[src/rtl/mmt_pkg.sv]
// ----------------------------------------------------------------------------
// mmt_pkg: shared types and constants for the A x B^T matrix product block
// Element, index and accumulator widths, opcodes, controller state and the
// command/status words passed between controller and datapath.
// ----------------------------------------------------------------------------
`default_nettype none

package mmt_pkg;

  localparam int DIM_DEFAULT = 16;

  localparam int OP_W   = 2;
  localparam int IDX_W  = 4;
  localparam int ELEM_W = 16;
  localparam int MUL_W  = 2 * ELEM_W;
  localparam int ACC_W  = 39;

  typedef enum logic [OP_W-1:0] {
    OP_WRITE_A = 2'd0,
    OP_WRITE_B = 2'd1,
    OP_READ_C  = 2'd2
  } op_t;

  typedef enum logic [1:0] {
    ST_IDLE,
    ST_ISSUE,
    ST_FLUSH,
    ST_DONE
  } ctrl_state_t;

  // controller -> datapath
  typedef struct packed {
    logic wr_a;      // store in_value into A
    logic wr_b;      // store in_value into B
    logic start;     // latch row/col, clear accumulator and k
    logic issue;     // read element pair k, advance k
    logic load_out;  // move accumulator into the output register
  } mmt_cmd_t;

  // datapath -> controller
  typedef struct packed {
    logic in_range;  // in_row and in_col both below DIM
    logic last_k;    // k is at DIM-1
    logic pipe_busy; // multiply/accumulate stages still hold data
  } mmt_sts_t;

endpackage

`default_nettype wire

[src/rtl/mmt_ctrl.sv]
// ----------------------------------------------------------------------------
// mmt_ctrl: sequencing state machine
// Accepts words, issues writes, walks k over a dot product, owns out_valid.
// ----------------------------------------------------------------------------
`default_nettype none

module mmt_ctrl (
  input  logic                     clk,
  input  logic                     rst_n,
  input  logic                     in_valid,
  output logic                     in_ready,
  input  logic [mmt_pkg::OP_W-1:0] in_op,
  output logic                     out_valid,
  input  logic                     out_ready,
  input  mmt_pkg::mmt_sts_t        sts,
  output mmt_pkg::mmt_cmd_t        cmd
);

  import mmt_pkg::*;

  ctrl_state_t state_r, state_nxt;
  logic        out_valid_r, out_valid_nxt;

  always_ff @(posedge clk) begin
    if (!rst_n) begin
      state_r     <= ST_IDLE;
      out_valid_r <= 1'b0;
    end else begin
      state_r     <= state_nxt;
      out_valid_r <= out_valid_nxt;
    end
  end

  always_comb begin
    state_nxt = state_r;
    cmd       = '0;
    in_ready  = 1'b0;
    unique case (state_r)
      ST_IDLE: begin
        in_ready = 1'b1;
        if (in_valid) begin
          unique case (op_t'(in_op))
            OP_WRITE_A: cmd.wr_a = sts.in_range;
            OP_WRITE_B: cmd.wr_b = sts.in_range;
            OP_READ_C: begin
              cmd.start = 1'b1;
              state_nxt = sts.in_range ? ST_ISSUE : ST_DONE;
            end
            default: ;  // unused opcode: dropped
          endcase
        end
      end
      ST_ISSUE: begin
        cmd.issue = 1'b1;
        if (sts.last_k) begin
          state_nxt = ST_FLUSH;
        end
      end
      ST_FLUSH: begin
        if (!sts.pipe_busy) begin
          state_nxt = ST_DONE;
        end
      end
      ST_DONE: begin
        if (!out_valid_r || out_ready) begin
          cmd.load_out = 1'b1;
          state_nxt    = ST_IDLE;
        end
      end
      default: state_nxt = ST_IDLE;
    endcase
  end

  always_comb begin
    if (cmd.load_out) begin
      out_valid_nxt = 1'b1;
    end else if (out_ready) begin
      out_valid_nxt = 1'b0;
    end else begin
      out_valid_nxt = out_valid_r;
    end
  end

  assign out_valid = out_valid_r;

  // a pending word is never overwritten
  a_no_overwrite: assert property (@(posedge clk) disable iff (!rst_n)
    cmd.load_out |-> (!out_valid_r || out_ready))
    else $error("output register overwritten");

  // result is handed over only once the pipeline has drained
  a_flush_done: assert property (@(posedge clk) disable iff (!rst_n)
    (state_r == ST_FLUSH && !sts.pipe_busy) |=> (state_r == ST_DONE))
    else $error("flush did not complete");

  // a waiting word stays up until taken
  a_valid_hold: assert property (@(posedge clk) disable iff (!rst_n)
    (out_valid_r && !out_ready) |=> out_valid_r)
    else $error("result dropped before handshake");

endmodule

`default_nettype wire

[config.mk]
export PLATFORM = sky130hd
export DESIGN_NAME = mmt_ctrl
export DESIGN_NICKNAME = d
export VERILOG_FILES = /design/src/rtl/mmt_pkg.sv /design/src/rtl/mmt_ctrl.sv
export SDC_FILE = /design/constraint.sdc
export NUM_CORES = 1
export LEC_CHECK = 0
export BUFFER_PORTS_ARGS = -buffer_cell sky130_fd_sc_hd__buf_2
export CORE_AREA = 2 2 39 41
export DETAILED_ROUTE_END_ITERATION = 10
export DIE_AREA = 0 0 41 43
export HOLD_SLACK_MARGIN = 0.02
export SYNTH_ARGS = -nofsm -noshare
export SYNTH_HDL_FRONTEND = slang
export SYNTH_SLANG_ARGS = --single-unit
[constraint.sdc]
create_clock -name clk -period 1.9 [get_ports clk]
set_input_delay 0.285 -clock clk [delete_from_list [all_inputs] [get_ports clk]]
set_output_delay 0.285 -clock clk [all_outputs]
set_load 0.02 [all_outputs]
-- Word level (Yosys, flattened, before mapping)
Index checks and enable logic that the tools add are counted.
W data, S select, Z words.
- equality and inequality tests: 10
- muxes and demuxes: 18
- reduce and logical (&&, ||, !) cells: 6
- operators by type and width (kind ; number):
    $mux W2 ; 6
    $mux W1 ; 9
    $ne A2 B2 Y1 const B ; 4
    $pmux W2 S4 ; 1
    $eq A2 B2 Y1 const B ; 3
    $mux W3 ; 2
    $reduce_and A5 Y1 ; 1
    $eq A2 B1 Y1 const B ; 2
    $logic_not A2 Y1 ; 2
    $ne A2 B1 Y1 const B ; 1
    $reduce_bool A2 Y1 ; 1
    $logic_not A1 Y1 ; 1
    $logic_or A1 B1 Y1 ; 1
- register bits after elaboration: 3
- output and inout port bits: 7
- logic and storage cells: 36

-- Logic depth before layout (Yosys ltp)
- depth after elaboration: 5
- depth in mapped cells: 5
- mapped depth without buffers: 5

-- Worst setup path after synthesis
No wires, ideal clock.
- path type: flip-flop to output port
- start point: register state_r[0]
- end point: output port cmd[4] in the netlist's numbering
- data arrival time: 1618 ps
- required time: 1615 ps
- slack: -3 ps
- cell stages (with the launch flop): 5
- path buffers: 0
- path through: dfxtp_1 inv_1 ha_1 nand2_1 nor4b_1
- RTL lines (what ; line ; text):
    start: declaration ; mmt_ctrl.sv:21 ; ctrl_state_t state_r, state_nxt;
    start signal: assignment ; mmt_ctrl.sv:29 ; state_r <= state_nxt;
    end: declaration ; mmt_ctrl.sv:16 ; output mmt_pkg::mmt_cmd_t cmd

==> results.py <==
metrics = {
    "die": {
        "die_area_sq_mm": 0.00176,
        "start_util": 0.223,
        "pin_count": 16,
        "coreArea_sq_mm": 0.00138,
        "die_y_microns": 43,
        "rows": 14,
        "fp.dieW_microns": 41,
    },
    "synth": {
        "yosysWarnings": 0,
        "synth_cell_types": 16,
        "seq_area_frac_synth": 0.194,
        "synthCells": 31,
        "syn_avg_cell_area_sq_um": 9.97,
        "ys_ff_latch": 3,
        "synth_nets": 45,
        "synth_area_sq_um": 309,
    },
    "clock_tree": {
        "hold_buffers": 0,
        "cts_resized": 0,
        "clk_transition_reported_paths_ns": 0.04,
        "cts_made_buffers": 3,
        "htree_levels": 1,
        "clockBufferDepth": 2,
        "root_buffer": "clkbuf_4",
        "clock_latency_ns": 0.23,
        "cts_setup_buffers": 0,
        "cts.sinks": 3,
        "cts_tree": "built",
    },
    "routing": {
        "drt-total-wl_microns": 608,
        "drc": 0,
        "dr.pass1.iters": 1,
        "num_vias": 276,
        "vias_per_cell": 4.25,
        "wl_per_cell_microns": 9.35,
        "drt-initial-drc-count": 0,
        "ant_nets": 0,
    },
    "layout": {
        "seqCellArea_sq_um": 60.1,
        "n_antenna_cell": 0,
        "area_growth_pct": 38.9,
        "multi_input_area_sq_um": 240,
        "drive_above_1_share": 0.449,
        "nFillCells": 155,
        "final_nets": 64,
    },
    "timing": {
        "drv_slew": 0,
        "fin_setup_tns_ns": 0,
        "fmax_mhz": 566,
        "min_period_over_period": 0.929,
        "fin_ws_ns": 0.135,
        "worst_slew_pin_slew_ns": 0.314,
        "finalSetupViolCount": 0,
        "slew_headroom": 0.791,
        "fin_skew_ns": 0.00359,
        "finalHoldViolCount": 0,
        "period_needed_ns": 1.77,
        "rsz0062_at_grt": "no",
    },
    "setup_path": {
        "cp.arrival_ns": 1.48,
        "start_kind": "flip-flop",
        "end_kind": "output pin",
        "path_class": "flip-flop to output pin",
        "required_ns": 1.62,
        "cp_max_fo": 4,
    },
    "global_route": {
        "grt_max_degree": 6,
        "grt_pass1_wl_microns": 945,
        "grtUsageTotal": 0.0802,
        "grt_pass1_vias": 257,
        "grt_antenna_before_repair": 0,
        "overflow": 0,
    },
    "pwr": {
        "power_w": 0.000531,
        "p_per_area_mw_per_mm2": 1240,
        "leakagePower_nw": 0.215,
        "peakVddDrop_v": 0.000451,
    },
    "hold_path": {
        "hp-class": "input port to flip-flop",
    },
    "place": {
        "pre_cts_ws_ns": 0.344,
        "hpwl_microns": 502,
        "portBuffers": 15,
        "gp_congestion": 0.661,
    },
    "job": {
        "drv_cap": 0,
    },
    "outcome": {
        "outcome": "completed",
    },
}
power breakdown:
group | total, W | leakage [nW] | switching [W] | internal (W)
Combinational | 0.000314 | 0.175 | 0.000166 | 0.000147
Sequential | 0.000106 | 0.0245 | 0.0000211 | 0.0000848
Clock | 0.000112 | 0.0150 | 0.0000330 | 0.0000787
worst max-delay path, cell delays in order (launching register included):
cell and delay (ns):
dfxtp_1 0.37, inv_1 0.09, ha_1 0.25, nand2_1 0.13
and4bb_2 0.25, buf_2 0.15
layout make-up:
class / instances / share of cell area
Sequential cell: 3 / 0.140
Timing Repair Buffer: 15 / 0.175
Multi-Input combinational cell: 25 / 0.560
Clock buffer: 4 / 0.0612
Tap cell: 16 / 0.0466
Inverter: 2 / 0.0175
worst paths after layout:
kind,cells past startpoint,endpoint,start,slack (ns)
hold / removal,2,out_valid,rst_n,0.33
hold reg to reg,2,state_r[1],state_r[1],0.51
setup / recovery,5,cmd[3],state_r[0],0.13
setup reg to reg,5,state_r[0],state_r[0],0.36
through the flow:
stage               hold WS (ns)  cells  instance area, sq um   util
finish                     0.325     65                   429  0.310
global route               0.329     65                   429  0.310
CTS                        0.320     65                   429  0.310
detailed placement         0.503     61                   403  0.291
global placement           0.504     61                   403  0.291
floorplan                  0.403     31                   315      -
metal layers:
| layer | GRT usage | up-vias | wire (microns) |
|---|---|---|---|
| li1 | - | 142 | - |
| met1 | 0.0735 | 122 | 237 |
| met2 | 0.141 | 12 | 305 |
| met3 | 0.0471 | 0 | 65 |
| met4 | 0.0200 | 0 | 0 |
| met5 | 0 | - | 0 |
cell usage after synthesis:
cell type	instances	area (sq um)
nand2_1	3	11.3
nand3b_4	1	20.0
a2111oi_4	1	27.5
and3b_1	1	8.76
and4bb_2	1	12.5
nor3b_1	1	7.51
dfxtp_1	3	60.1
ha_1	5	62.6
o21ai_0	2	10.0
mux2i_1	2	20.0
nor4b_1	1	8.76
nor2b_1	5	31.3
inv_1	2	7.51
and2_0	1	6.26
o21a_1	1	7.51
buf_4	1	7.51
state kept, by name, summed over array words and instances (netlist names):
signal / flops
state_r: 2
out_valid: 1
cells by family (layout without fill, tap and decap cells):
group                      Yosys count  in the layout  synth area share
and+or+nand+nor                     14             14             0.344
adders and majority gates            5              5             0.202
AOI/OAI and AO/OA                    4              4             0.146
DFF                                  3              3             0.194
buffers and inverters                3             21            0.0486
muxes                                2              2            0.0648
placed cells by master, fill, tap and decap left out, drive strengths merged, types with 2 or more instances in the layout:
master and count:
mux2i 2, nand2 3, buf 15, clkbuf 4, inv 2, dfxtp 3
nor2b 5, o21ai 2, ha 5
Power figures use the tool's default switching activity.
